[src/rtl/core/cawf_pkg.sv]
// Package of the byte/word ALU with status flags.
// Holds the operation codes, the item and result types and the flag bit positions.
// No dependencies.
package cawf_pkg;

  localparam int unsigned QueueDepthDefault = 2;

  localparam int unsigned FlagC = 0;
  localparam int unsigned FlagP = 1;
  localparam int unsigned FlagH = 2;
  localparam int unsigned FlagZ = 3;
  localparam int unsigned FlagS = 4;
  localparam int unsigned FlagV = 5;

  typedef enum logic [4:0] {
    OP_ADC  = 5'd0,
    OP_ADD  = 5'd1,
    OP_AND  = 5'd2,
    OP_DEC  = 5'd3,
    OP_DIV  = 5'd4,
    OP_DIVI = 5'd5,
    OP_INC  = 5'd6,
    OP_MUL  = 5'd7,
    OP_MULI = 5'd8,
    OP_NEG  = 5'd9,
    OP_NOT  = 5'd10,
    OP_OR   = 5'd11,
    OP_RCL  = 5'd12,
    OP_RCR  = 5'd13,
    OP_ROL  = 5'd14,
    OP_ROR  = 5'd15,
    OP_SAL  = 5'd16,
    OP_SAR  = 5'd17,
    OP_SBB  = 5'd18,
    OP_SHL  = 5'd19,
    OP_SHR  = 5'd20,
    OP_SUB  = 5'd21,
    OP_XOR  = 5'd22
  } op_e;

  typedef enum logic [1:0] {
    CLS_SIMPLE,
    CLS_DIV,
    CLS_RC
  } cls_e;

  typedef enum logic [1:0] {
    BK_IDLE,
    BK_DIV,
    BK_RC
  } back_state_e;

  typedef struct packed {
    logic [4:0]  mode;
    logic        word;
    logic [31:0] a;
    logic [15:0] b;
    logic [5:0]  flags;
    cls_e        cls;
  } item_t;

  typedef struct packed {
    logic [31:0] value;
    logic [5:0]  flags;
    logic        derr;
  } res_t;

endpackage

[src/rtl/core/cpu_alu_with_flags_core.sv]
// Byte/word ALU with status flags: front end, item queue and execution back end.
// A simple result is strobed in the cycle after its item leaves the queue; divide uses
// the one-bit-per-cycle divider and rcl/rcr rotate one place per step. Other operations
// sustain one item per cycle unless a divide or rcl/rcr is busy. Reset empties the queue
// and idles the back end. Results are strobed for one cycle; the receiver cannot stall.
module cpu_alu_with_flags_core #(
  parameter int unsigned QueueDepth = cawf_pkg::QueueDepthDefault
) (
  input  logic        clk_i,
  input  logic        rst_ni,
  input  logic        start,
  output logic        busy,
  input  logic [4:0]  mode_i,
  input  logic        width_word_i,
  input  logic [31:0] operand_a_i,
  input  logic [15:0] operand_b_i,
  input  logic [5:0]  flags_in_i,
  output logic        result_valid_o,
  output logic [31:0] result_value_o,
  output logic [5:0]  flags_out_o,
  output logic        divide_error_o
);
  import cawf_pkg::*;

  item_t front_item, head_item;
  logic  q_full, q_empty, q_pop;

  assign busy = q_full;

  cawf_front u_front (
    .mode_i       (mode_i),
    .width_word_i (width_word_i),
    .operand_a_i  (operand_a_i),
    .operand_b_i  (operand_b_i),
    .flags_in_i   (flags_in_i),
    .item_o       (front_item)
  );

  cawf_queue #(
    .Depth (QueueDepth)
  ) u_queue (
    .clk_i   (clk_i),
    .rst_ni  (rst_ni),
    .push_i  (start),
    .item_i  (front_item),
    .full_o  (q_full),
    .pop_i   (q_pop),
    .empty_o (q_empty),
    .item_o  (head_item)
  );

  cawf_back u_back (
    .clk_i          (clk_i),
    .rst_ni         (rst_ni),
    .empty_i        (q_empty),
    .item_i         (head_item),
    .pop_o          (q_pop),
    .result_valid_o (result_valid_o),
    .result_value_o (result_value_o),
    .flags_out_o    (flags_out_o),
    .divide_error_o (divide_error_o)
  );

endmodule

[src/rtl/core/cawf_front.sv]
// Front end of the ALU: turns an accepted input beat into a classified queue item.
// Depends on cawf_pkg.
module cawf_front (
  input  logic [4:0]    mode_i,
  input  logic          width_word_i,
  input  logic [31:0]   operand_a_i,
  input  logic [15:0]   operand_b_i,
  input  logic [5:0]    flags_in_i,
  output cawf_pkg::item_t item_o
);
  import cawf_pkg::*;

  logic [15:0] y;
  logic        y_zero;

  assign y      = width_word_i ? operand_b_i : {8'h00, operand_b_i[7:0]};
  assign y_zero = (y == 16'h0000);

  always_comb begin
    item_o.mode  = mode_i;
    item_o.word  = width_word_i;
    item_o.a     = operand_a_i;
    item_o.b     = operand_b_i;
    item_o.flags = flags_in_i;
    item_o.cls   = CLS_SIMPLE;
    if ((mode_i == OP_DIV || mode_i == OP_DIVI) && !y_zero) begin
      item_o.cls = CLS_DIV;
    end else if ((mode_i == OP_RCL || mode_i == OP_RCR) && operand_b_i[4:0] != 5'd0) begin
      item_o.cls = CLS_RC;
    end
  end

endmodule

[src/rtl/core/cawf_queue.sv]
// Short queue of classified items between the front end and the execution back end.
// Depends on cawf_pkg.
module cawf_queue #(
  parameter int unsigned Depth = cawf_pkg::QueueDepthDefault
) (
  input  logic            clk_i,
  input  logic            rst_ni,
  input  logic            push_i,
  input  cawf_pkg::item_t item_i,
  output logic            full_o,
  input  logic            pop_i,
  output logic            empty_o,
  output cawf_pkg::item_t item_o
);
  import cawf_pkg::*;

  localparam int unsigned PtrW = (Depth > 1) ? $clog2(Depth) : 1;
  localparam int unsigned CntW = $clog2(Depth + 1);

  item_t             mem_q [Depth];
  logic [PtrW-1:0]   wr_q, wr_d, rd_q, rd_d;
  logic [CntW-1:0]   cnt_q, cnt_d;
  logic              do_push, do_pop;

  assign full_o  = (cnt_q == CntW'(Depth));
  assign empty_o = (cnt_q == '0);
  assign do_push = push_i && !full_o;
  assign do_pop  = pop_i && !empty_o;
  assign item_o  = mem_q[rd_q];

  always_comb begin
    wr_d  = wr_q;
    rd_d  = rd_q;
    cnt_d = cnt_q;
    if (do_push) begin
      wr_d = (wr_q == PtrW'(Depth - 1)) ? '0 : wr_q + PtrW'(1);
    end
    if (do_pop) begin
      rd_d = (rd_q == PtrW'(Depth - 1)) ? '0 : rd_q + PtrW'(1);
    end
    if (do_push && !do_pop) begin
      cnt_d = cnt_q + CntW'(1);
    end else if (do_pop && !do_push) begin
      cnt_d = cnt_q - CntW'(1);
    end
  end

  always_ff @(posedge clk_i or negedge rst_ni) begin
    if (!rst_ni) begin
      wr_q  <= '0;
      rd_q  <= '0;
      cnt_q <= '0;
    end else begin
      wr_q  <= wr_d;
      rd_q  <= rd_d;
      cnt_q <= cnt_d;
    end
  end

  always_ff @(posedge clk_i) begin
    if (do_push) begin
      mem_q[wr_q] <= item_i;
    end
  end

endmodule

[src/rtl/core/cawf_back.sv]
// Execution back end: combinational simple operations, iterative divide and rotate through carry.
// Depends on cawf_pkg; takes items from cawf_queue.
module cawf_back (
  input  logic            clk_i,
  input  logic            rst_ni,
  input  logic            empty_i,
  input  cawf_pkg::item_t item_i,
  output logic            pop_o,
  output logic            result_valid_o,
  output logic [31:0]     result_value_o,
  output logic [5:0]      flags_out_o,
  output logic            divide_error_o
);
  import cawf_pkg::*;

  function automatic logic msb_of(logic [15:0] v, logic word);
    return word ? v[15] : v[7];
  endfunction

  function automatic logic [5:0] set_pzs(logic [5:0] f, logic [15:0] r, logic word);
    logic [5:0] g;
    g        = f;
    g[FlagP] = ~^r[7:0];
    g[FlagZ] = word ? (r == 16'h0000) : (r[7:0] == 8'h00);
    g[FlagS] = msb_of(r, word);
    return g;
  endfunction

  function automatic res_t exec_simple(item_t it);
    logic [15:0]        x, y, mask, r;
    logic [5:0]         f;
    logic               c, w;
    logic [16:0]        s;
    logic [4:0]         h, cnt;
    logic [31:0]        p, sx, sh, rot;
    logic signed [31:0] ps;
    logic [15:0]        xs, ys;
    logic [47:0]        wide;
    res_t               res;
    w     = it.word;
    mask  = w ? 16'hffff : 16'h00ff;
    x     = it.a[15:0] & mask;
    y     = it.b & mask;
    f     = it.flags;
    cnt   = it.b[4:0];
    c     = 1'b0;
    r     = 16'h0000;
    s     = '0;
    h     = '0;
    p     = '0;
    ps    = '0;
    sx    = '0;
    sh    = '0;
    rot   = '0;
    wide  = '0;
    xs    = w ? x : {{8{x[7]}}, x[7:0]};
    ys    = w ? y : {{8{y[7]}}, y[7:0]};
    res.value = 32'h0;
    res.derr  = 1'b0;
    case (it.mode)
      OP_ADC, OP_ADD: begin
        c        = (it.mode == OP_ADC) ? f[FlagC] : 1'b0;
        s        = {1'b0, x} + {1'b0, y} + {16'h0, c};
        r        = s[15:0] & mask;
        h        = {1'b0, x[3:0]} + {1'b0, y[3:0]} + {4'h0, c};
        f[FlagC] = w ? s[16] : s[8];
        f[FlagH] = h[4];
        f        = set_pzs(f, r, w);
        f[FlagV] = msb_of((r ^ x) & (r ^ y), w);
        res.value = {16'h0, r};
      end
      OP_SBB, OP_SUB: begin
        c        = (it.mode == OP_SBB) ? f[FlagC] : 1'b0;
        r        = (x - y - {15'h0, c}) & mask;
        f[FlagC] = ({1'b0, y} + {16'h0, c}) > {1'b0, x};
        f[FlagH] = ({1'b0, y[3:0]} + {4'h0, c}) > {1'b0, x[3:0]};
        f        = set_pzs(f, r, w);
        f[FlagV] = msb_of((x ^ y) & (x ^ r), w);
        res.value = {16'h0, r};
      end
      OP_AND, OP_OR, OP_XOR: begin
        r = (it.mode == OP_AND) ? (x & y) : (it.mode == OP_OR) ? (x | y) : (x ^ y);
        f[FlagC] = 1'b0;
        f[FlagH] = 1'b0;
        f[FlagV] = 1'b0;
        f        = set_pzs(f, r, w);
        res.value = {16'h0, r};
      end
      OP_DEC: begin
        r        = (x - 16'h1) & mask;
        f[FlagH] = (x[3:0] == 4'h0);
        f        = set_pzs(f, r, w);
        f[FlagV] = w ? (r == 16'h7fff) : (r[7:0] == 8'h7f);
        res.value = {16'h0, r};
      end
      OP_INC: begin
        r        = (x + 16'h1) & mask;
        f[FlagH] = (x[3:0] == 4'hf);
        f        = set_pzs(f, r, w);
        f[FlagV] = w ? (r == 16'h8000) : (r[7:0] == 8'h80);
        res.value = {16'h0, r};
      end
      OP_DIV, OP_DIVI: begin
        res.derr = 1'b1;
      end
      OP_MUL: begin
        p        = x * y;
        c        = w ? (p[31:16] != 16'h0) : (p[15:8] != 8'h0);
        f[FlagC] = c;
        f[FlagV] = c;
        res.value = p;
      end
      OP_MULI: begin
        ps       = $signed(xs) * $signed(ys);
        p        = ps;
        c        = w ? !(p[31:15] == 17'h0 || p[31:15] == 17'h1ffff)
                     : !(p[31:7] == 25'h0 || p[31:7] == 25'h1ffffff);
        f[FlagC] = c;
        f[FlagV] = c;
        res.value = p;
      end
      OP_NEG: begin
        r        = (16'h0 - x) & mask;
        f[FlagC] = (x != 16'h0);
        f[FlagH] = (x[3:0] != 4'h0);
        f        = set_pzs(f, r, w);
        f[FlagV] = w ? (x == 16'h8000) : (x[7:0] == 8'h80);
        res.value = {16'h0, r};
      end
      OP_NOT: begin
        res.value = {16'h0, ~x & mask};
      end
      OP_RCL, OP_RCR: begin
        f[FlagV] = 1'b0;
        res.value = {16'h0, x};
      end
      OP_ROL, OP_ROR: begin
        if (w) begin
          rot = (it.mode == OP_ROL) ? ({x, x} << it.b[3:0]) : ({x, x} >> it.b[3:0]);
          r   = (it.mode == OP_ROL) ? rot[31:16] : rot[15:0];
        end else begin
          rot = (it.mode == OP_ROL) ? ({16'h0, x[7:0], x[7:0]} << it.b[2:0])
                                    : ({16'h0, x[7:0], x[7:0]} >> it.b[2:0]);
          r   = (it.mode == OP_ROL) ? {8'h0, rot[15:8]} : {8'h0, rot[7:0]};
        end
        if (it.b[3:0] != 4'h0) begin
          f[FlagC] = (it.mode == OP_ROL) ? r[0] : msb_of(r, w);
        end
        f[FlagV] = msb_of(x ^ r, w);
        res.value = {16'h0, r};
      end
      OP_SAL, OP_SHL: begin
        wide = {32'h0, x} << cnt;
        r    = wide[15:0] & mask;
        if (cnt != 5'd0) begin
          f[FlagC] = w ? wide[16] : wide[8];
        end
        f        = set_pzs(f, r, w);
        f[FlagV] = msb_of(x ^ r, w);
        res.value = {16'h0, r};
      end
      OP_SHR: begin
        r  = x >> cnt;
        sh = {16'h0, x} >> (cnt - 5'd1);
        if (cnt != 5'd0) begin
          f[FlagC] = sh[0];
        end
        f        = set_pzs(f, r, w);
        f[FlagV] = msb_of(x ^ r, w);
        res.value = {16'h0, r};
      end
      OP_SAR: begin
        sx = w ? {{16{x[15]}}, x} : {{24{x[7]}}, x[7:0]};
        if (cnt[4]) begin
          f[FlagC] = msb_of(x, w);
          r        = msb_of(x, w) ? mask : 16'h0;
        end else begin
          sh = sx >> cnt;
          r  = sh[15:0] & mask;
          sh = sx >> (cnt - 5'd1);
          if (cnt != 5'd0) begin
            f[FlagC] = sh[0];
          end
          f        = set_pzs(f, r, w);
          f[FlagV] = 1'b0;
        end
        res.value = {16'h0, r};
      end
      default: begin
        res.value = 32'h0;
      end
    endcase
    res.flags = f;
    return res;
  endfunction

  back_state_e state_q, state_d;
  item_t       it_q;
  logic [5:0]  step_q, step_d;
  logic [31:0] dq_q, dq_d;
  logic [15:0] rem_q, rem_d, dv_q, dv_d;
  logic        qneg_q, qneg_d, rneg_q, rneg_d;
  logic [15:0] rc_q, rc_d;
  logic        rcc_q, rcc_d;
  logic        load;
  logic        finish;
  res_t        simple_res, done_res;

  logic        is_signed, sa, sb;
  logic [31:0] dd_sx, dd_mag;
  logic [15:0] y_in, ys_in, dv_mag;
  logic [16:0] rem_sh, rem_sub;
  logic [31:0] q_fix;
  logic [15:0] r_fix;
  logic [15:0] rc_mask;

  assign pop_o      = (state_q == BK_IDLE) && !empty_i;
  assign load       = pop_o;
  assign simple_res = exec_simple(item_i);

  always_comb begin
    is_signed = (item_i.mode == OP_DIVI);
    y_in      = item_i.word ? item_i.b : {8'h00, item_i.b[7:0]};
    ys_in     = item_i.word ? item_i.b : {{8{item_i.b[7]}}, item_i.b[7:0]};
    dd_sx     = item_i.word ? item_i.a : {{16{item_i.a[15]}}, item_i.a[15:0]};
    sa        = is_signed && dd_sx[31];
    sb        = is_signed && ys_in[15];
    dd_mag    = is_signed ? (sa ? (32'h0 - dd_sx) : dd_sx)
                          : (item_i.word ? item_i.a : {16'h0, item_i.a[15:0]});
    dv_mag    = is_signed ? (sb ? (16'h0 - ys_in) : ys_in) : y_in;
  end

  always_comb begin
    rem_sh  = {rem_q, dq_q[31]};
    rem_sub = rem_sh - {1'b0, dv_q};
    rc_mask = it_q.word ? 16'hffff : 16'h00ff;
  end

  always_comb begin
    state_d = state_q;
    finish  = 1'b0;
    case (state_q)
      BK_IDLE: begin
        if (load && item_i.cls == CLS_DIV) begin
          state_d = BK_DIV;
        end else if (load && item_i.cls == CLS_RC) begin
          state_d = BK_RC;
        end
      end
      BK_DIV, BK_RC: begin
        if (step_q == 6'd1) begin
          state_d = BK_IDLE;
          finish  = 1'b1;
        end
      end
      default: begin
        state_d = BK_IDLE;
      end
    endcase
  end

  always_comb begin
    step_d = step_q;
    dq_d   = dq_q;
    rem_d  = rem_q;
    dv_d   = dv_q;
    qneg_d = qneg_q;
    rneg_d = rneg_q;
    rc_d   = rc_q;
    rcc_d  = rcc_q;
    case (state_q)
      BK_IDLE: begin
        if (load) begin
          dq_d   = item_i.word ? dd_mag : {dd_mag[15:0], 16'h0};
          rem_d  = 16'h0;
          dv_d   = dv_mag;
          qneg_d = sa ^ sb;
          rneg_d = sa;
          rc_d   = item_i.a[15:0] & (item_i.word ? 16'hffff : 16'h00ff);
          rcc_d  = item_i.flags[FlagC];
          step_d = (item_i.cls == CLS_DIV) ? (item_i.word ? 6'd32 : 6'd16)
                                           : {1'b0, item_i.b[4:0]};
        end
      end
      BK_DIV: begin
        step_d = step_q - 6'd1;
        if (!rem_sub[16]) begin
          rem_d = rem_sub[15:0];
          dq_d  = {dq_q[30:0], 1'b1};
        end else begin
          rem_d = rem_sh[15:0];
          dq_d  = {dq_q[30:0], 1'b0};
        end
      end
      BK_RC: begin
        step_d = step_q - 6'd1;
        if (it_q.mode == OP_RCL) begin
          rcc_d = msb_of(rc_q, it_q.word);
          rc_d  = {rc_q[14:0], rcc_q} & rc_mask;
        end else begin
          rcc_d = rc_q[0];
          rc_d  = {1'b0, rc_q[15:1]};
          if (it_q.word) begin
            rc_d[15] = rcc_q;
          end else begin
            rc_d[7] = rcc_q;
          end
        end
      end
      default: begin
        step_d = step_q;
      end
    endcase
  end

  always_comb begin
    q_fix          = qneg_q ? (32'h0 - dq_d) : dq_d;
    r_fix          = rneg_q ? (16'h0 - rem_d) : rem_d;
    done_res       = '0;
    done_res.flags = it_q.flags;
    if (state_q == BK_DIV) begin
      done_res.value = it_q.word ? {r_fix, q_fix[15:0]} : {16'h0, r_fix[7:0], q_fix[7:0]};
    end else begin
      done_res.value        = {16'h0, rc_d};
      done_res.flags[FlagC] = rcc_d;
      done_res.flags[FlagV] = msb_of((it_q.a[15:0] & rc_mask) ^ rc_d, it_q.word);
    end
  end

  always_ff @(posedge clk_i or negedge rst_ni) begin
    if (!rst_ni) begin
      state_q        <= BK_IDLE;
      result_valid_o <= 1'b0;
    end else begin
      state_q        <= state_d;
      result_valid_o <= finish || (load && item_i.cls == CLS_SIMPLE);
    end
  end

  always_ff @(posedge clk_i) begin
    step_q <= step_d;
    dq_q   <= dq_d;
    rem_q  <= rem_d;
    dv_q   <= dv_d;
    qneg_q <= qneg_d;
    rneg_q <= rneg_d;
    rc_q   <= rc_d;
    rcc_q  <= rcc_d;
    if (load) begin
      it_q <= item_i;
    end
    if (finish) begin
      result_value_o <= done_res.value;
      flags_out_o    <= done_res.flags;
      divide_error_o <= 1'b0;
    end else if (load && item_i.cls == CLS_SIMPLE) begin
      result_value_o <= simple_res.value;
      flags_out_o    <= simple_res.flags;
      divide_error_o <= simple_res.derr;
    end
  end

`ifndef SYNTHESIS
  a_pop_only_idle: assert property (@(posedge clk_i) disable iff (!rst_ni)
    pop_o |-> state_q == BK_IDLE)
    else $error("back end took an item while busy");
  a_busy_no_strobe: assert property (@(posedge clk_i) disable iff (!rst_ni)
    (state_q != BK_IDLE && state_d != BK_IDLE) |=> !result_valid_o)
    else $error("result strobe while an item is still in progress");
  a_step_nonzero: assert property (@(posedge clk_i) disable iff (!rst_ni)
    (state_q == BK_DIV || state_q == BK_RC) |-> step_q != 6'd0)
    else $error("iteration counter ran out");
`endif

endmodule

[config.mk]
export PLATFORM = sky130hd
export DESIGN_NAME = cpu_alu_with_flags_core
export DESIGN_NICKNAME = d
export VERILOG_FILES = /design/src/rtl/core/cawf_pkg.sv /design/src/rtl/core/cpu_alu_with_flags_core.sv /design/src/rtl/core/cawf_front.sv /design/src/rtl/core/cawf_queue.sv /design/src/rtl/core/cawf_back.sv
export SDC_FILE = /design/constraint.sdc
export NUM_CORES = 2
export LEC_CHECK = 0
export ABC_AREA = 1
export BUFFER_PORTS_ARGS = -buffer_cell sky130_fd_sc_hd__buf_2
export CAP_MARGIN = 15
export CORE_MARGIN = 1
export CORE_UTILIZATION = 50
export CTS_CLUSTER_DIAMETER = 120
export DETAILED_ROUTE_END_ITERATION = 8
export PLACE_DENSITY_LB_ADDON = 0.1
export SLEW_MARGIN = 20
export SYNTH_ARGS = -nofsm -noshare
export SYNTH_HDL_FRONTEND = slang
export SYNTH_SLANG_ARGS = --single-unit
[constraint.sdc]
create_clock -name clk_i -period 7.9 [get_ports clk_i]
set_clock_uncertainty 0.05 [all_clocks]
set_input_delay 1.58 -clock clk_i [delete_from_list [all_inputs] [get_ports clk_i]]
set_output_delay 1.58 -clock clk_i [all_outputs]
set_load 0.1 [all_outputs]
[Word-level counts from Yosys, hierarchy flattened]
Memory sizes are Yosys's and may differ from the RTL's.
Index checks and enable logic that the tools add are counted.
Cells by class
  muxes and demuxes: 115
  div/mod/pow operators: 0
  reduce and logical (&&, ||, !) cells: 81
  shift operators: 9
  add/sub/neg operators: 22
  bitwise operators: 26
  multiply operators: 2
  eq/ne operators: 45
  order comparisons: 2
Operators with widths (number)
  32-bit one-hot mux with 14 select lines: 1
  32-bit two-way mux: 12
  16-bit two-way mux: 23
  16-bit bitwise AND: 15
  16-bit logical NOT: 10
  16-bit XOR: 8
  8-bit logical NOT: 9
  8-bit XNOR reduction: 9
  16-bit by 16-bit multiplier with 32-bit output: 2
  16-bit one-hot mux with 2 select lines: 2
  32-bit one-hot mux with 2 select lines: 1
  1-bit by 16-bit subtractor with 16-bit output (first input constant): 4
  1-bit two-way mux: 56
  5-bit by 4-bit equality test with 1-bit output (second input constant): 11
  4-bit one-hot mux with 9 select lines: 1
  5-bit equality test (second input constant): 7
  16-bit equality test (second input constant): 2
  16-bit nonzero test: 2
  32-bit by 4-bit left shift with 32-bit output: 1
  32-bit by 4-bit >> shifter with 32-bit output: 1
  32-bit by 5-bit >> shifter with 1-bit output: 1
  32-bit by 5-bit >> shifter with 16-bit output: 1
  1-bit by 32-bit subtractor with 32-bit output (first input constant): 1
  5-bit by 3-bit equality test with 1-bit output (second input constant): 6
  64 further kinds: 116
Word-level totals
  memory bits (read-only): 0
  memory bits (writable): 124
  bits in latches: 0
  flip-flop bits (word level): 163
  bits of input ports: 63
  memories: 1
  logic and storage cells: 323
Memories
  u_queue.mem_q: depth 2, width 62, read ports 1, clocked after memory_dff 0, wr ports 1, RTL line cawf_queue.sv:20  | item_t mem_q [Depth];

[Logic depth before layout (Yosys ltp)]
An unclocked memory read counts as a cell.
  depth after elaboration: 14
  depth in mapped cells: 45
  gate-level depth less buffers: 40

[Cells and area by module]
A second synthesis with hierarchy kept.
Unflattened totals
  cell total of the unflattened synthesis: 6393
  area, all modules: 44602.8 µm²
Modules (own cells, without submodules)
  cawf_back: instances 1, seq. area each 3838.7 µm², area each 39260.2 µm², cells an instance 5948
  cawf_queue: instances 1, seq. area each 3823.7 µm², area each 4773.3 µm², cells an instance 355
  cawf_front: instances 1, seq. area each 0.0 µm², area each 569.3 µm², cells an instance 90

[Worst setup path before layout]
Ideal clock, no wire load.
  path type: reg-to-reg
  start point: reg u_queue.rd_q
  end point: reg u_back.flags_out_o[5], data pin
  path slack: 0.422 ns
  path buffers: 7
  cell stages (with the launch flop): 41
  period minus slack after synthesis: 7.478 ns
  arrival: 7.172 ns
  library setup time: 0.257 ns
  data required time: 7.593 ns
  cell sequence: dfrtp_1 buf_4 buf_4 buf_4 nand2_1 nand2_1 inv_1 buf_2 buf_2 clkbuf_1 buf_1 nor2_1 fa_1 inv_1 fa_1 inv_1 fa_1 fa_1 [... 5 more ...] nand2_1 nor2_1 inv_1 nor3_1 nand2_1 nand3_1 nand2_1 nand2_1 xor2_1 nand3_1 nor2_1 nand3_1 nand2_1 nor2_1 a21oi_1 nand2_1 nand2_1 nand2_1
On the way
  cells in the longest elaborated chain, start to end: 13
Ends and longest elaborated chain
  from (decl): RTL line cawf_queue.sv:21  | logic [PtrW-1:0] wr_q, wr_d, rd_q, rd_d;
  from (signal assigned): RTL line cawf_queue.sv:55  | rd_q <= rd_d;
  memory read 2 x 62 bit (*)
  branches (longest 11 deep; another with 16-bit by 16-bit multiplier with 32-bit output)
  6-bit two-way mux (*): RTL line cawf_back.sv:352  | if (finish) begin
  to (signal assigned): RTL line cawf_back.sv:354  | flags_out_o <= done_res.flags;
  to (signal assigned): RTL line cawf_back.sv:358  | flags_out_o <= simple_res.flags;
  to (decl): RTL line cawf_back.sv:11  | output logic [5:0] flags_out_o,
Mark *: on every way between the ends. The select of a mux whose other input is x is not followed.
A chain may end at the register's enable or synchronous reset.

[Final worst setup path]
Ends and elaborated chain as after synthesis.

==> results.yml <==
run_status:
  status: "finished, violations left"
  violations: "DRC"
route:
  vias_per_cell: 6.00
  drt-total-wl_um: 205000
  routed.top_layer: "met5"
  drt_pass1_iterations: 9
  drtIter0Drc: 6648
  detail-route-antenna-nets: 0
  wl_met1_um: 81600
  wl_per_cell_um: 26.7
  wl_met3_um: 26700
  drc: 3
  num_vias: 46000
  met2_length_um: 82500
timing:
  fin_crit_ns: 7.64
  fmax_ghz: 0.131
  finalSetupViolations: 0
  finalCritPeriodShare_pct: 96.7
  slew_violations: 0
  final.setup.tns_ns: 0
  slew_headroom_pct: 22.3
  tightest_slew_ns: 1.16
  hold_viol_final: 0
  rsz0062_at_grt: "yes"
worst_hold_path:
  hp-class: "reg -> reg"
  min_from: "u_back.divide_error_o$_SDFFE_PP0P_"
  hold_depth: 2
floorplanning:
  die-area_sq_mm: 0.0887
  dieWidth_um: 298
  die_h_um: 298
  coreArea_sq_mm: 0.0868
  initial_core_util_pct: 50.4
  ios: 104
  rows: 108
yosys:
  synth-edff-count: 216
  synth_area_leader_cell: "fa_1"
  yosys-top-cells-area: "fa_1, edfxtp_1, nand2_1"
  seq_area_frac_synth_pct: 17.5
  synthTopCellsByCount: "nand2_1, inv_1, nor2_1, fa_1, nand3_1"
  async_flop_share_pct: 2.56
  ys_ff_latch: 273
  synth_area_sq_mm: 0.0437
  yosysTopAreaCellShare_pct: 20.4
  syn-num-nets: 6977
  synth_cells: 6153
  ys_types: 74
  synth.most_common_cell: "nand2_1"
  yosysWarnings: 0
  syn_area_per_cell_sq_um: 7.11
  synth_ff_type: "edfxtp_1"
layout:
  layout-drive-gt1-share_pct: 13.0
  final_area_sq_mm: 0.0497
  area_growth_pct: 13.6
  fin_nets: 7318
placed_design:
  dp.final_hpwl_um: 168000
  place.gp.congestion: 1.10
  port_buffers: 103
  post_dp_cell_area_sq_mm: 0.0482
clock_network:
  cts_root_buffer: "clkbuf_16"
  clockBufferDepth: 3
  worst_skew_pair.late_latency_ns: 0.64
  cts_tree: "built"
  htree_levels: 1
  clkTransAtPathRegs_ns: 0.06
  cts_sinks: 273
  numCtsBuffers: 31
  cts_hold_buf: 0
setup_path:
  critPathTopFamily: "adder cells"
  cp_max_fo: 8
  startpoint: "u_queue.rd_q$_DFFE_PN0P_"
  rr_worst_depth: 41
  cp.depth: 41
  crit_type: "reg -> reg"
  crit_path_top_delay_cell: "dfrtp_4"
  r2r_slack_ns: 0.26
  critical-path-max-stage-delay_ns: 0.54
  rr_startpoint: "u_queue.rd_q$_DFFE_PN0P_"
  end_kind: "flop"
  worstPathArrival_ns: 7.95
  critPathMostFrequentCell: "nand2_1"
  worst_ep_required_time_ns: 8.21
  critPathLaunchType: "flop"
  path_buf_inv: 13
global_route:
  grt_overflow: 0
  antenna_found_initial: 16
  grt_usage_pct: 45.3
  grt_pass1_vias: 42900
  grt_pass1_wl_um: 292000
  grt_max_degree: 64
flow_run:
  max_cap_viol_count: 0
-- final timing paths --
kind,endpoint
hold / removal,u_back.divide_error_o$_SDFFE_PP0P_
setup reg to reg,u_back.flags_out_o[5]$_DFFE_PP_
hold reg to reg,u_back.divide_error_o$_SDFFE_PP0P_
max in group asynchronous,u_queue.rd_q$_DFFE_PN0P_
setup / recovery,u_back.flags_out_o[5]$_DFFE_PP_
min in group asynchronous,u_queue.wr_q$_DFFE_PN0P_
-- state kept, by name, summed over array words and instances, names as in the netlist --
name                   count
u_queue.mem_q            124
u_back.dq_q               32
u_back.result_value_o     32
u_back.dv_q               16
u_back.rc_q               16
u_back.rem_q              16
u_back.it_q               10
u_back.flags_out_o         6
u_back.step_q              6
u_back.done_res            4
u_back.state_q             2
u_queue.cnt_q              2
u_back.divide_error_o      1
u_back.qneg_q              1
u_back.rcc_q               1
u_back.result_valid_o      1
u_back.rneg_q              1
u_queue.rd_q               1
u_queue.wr_q               1
-- stage by stage --
step	worst slack [ns]	utilization [%]	hold slack, ns	cells
after global routing	-0.0884	57.3	0.454	7672
after floorplan	0.422	-	0.428	6153
after global placement	-0.0497	55.5	0.422	7603
after detailed placement	-0.0354	55.5	0.423	7603
final	0.261	57.3	0.443	7676
after CTS	0.0278	56.6	0.435	7659
-- metal layers --
layer	global-route usage [%]	vias to the layer above
met4	23.7	24
met3	11.6	596
met5	0	-
met1	63.3	22100
li1	-	20300
met2	64.2	3043
-- cell usage in the layout, fill, tap and decap left out, drive strengths merged, types with 56 or more instances in the layout --
cell       n
o21ai    332
fa       446
edfxtp   216
nand2   1689
nor3      75
nor2     601
buf      548
a21oi    237
o211ai    83
nand4     64
ha       315
xor2      81
inv     1018
nand3    400
xnor2     56
-- tightest hold or removal path, stage by stage, from the launching register on --
cell and delay [ns]:
dfxtp_1 0.32, nand2_1 0.07, a21oi_1 0.06
-- layout make-up --
| cell class | count | area, sq um |
|---|---|---|
| inverter | 1025 | 3860 |
| clock buffer | 43 | 842 |
| clock inverter | 13 | 88.8 |
| antenna | 4 | 10.0 |
| tap | 1155 | 1450 |
| timing repair buffer | 549 | 4240 |
| sequential | 273 | 7670 |
| fill | 8440 | 37100 |
| multi-input combinational | 4614 | 31500 |
-- timing repair --
item,CTS,global route
buffers inserted,0,12
gates cloned,0,1
resized for setup,1,130
setup endpoints to repair,3,9
pin swaps,0,15
-- kinds of logic (layout without fill, tap and decap cells) --
logic type	after synthesis	after routing	synth area share [%]
AO/OA/AOI/OAI	819	819	11.0
XOR/XNOR	137	137	2.74
adder cells (fa/ha/maj)	761	761	29.4
buffers and inverters	1266	1630	11.4
flip-flops	273	273	17.5
multiplexers	4	4	0.0944
other	0	4	0
AND/OR/NAND/NOR	2893	2893	27.8
Power is left out: the tool's default activity adds up to more than one toggle a clock period on the data nets, which glitch-free logic cannot reach.
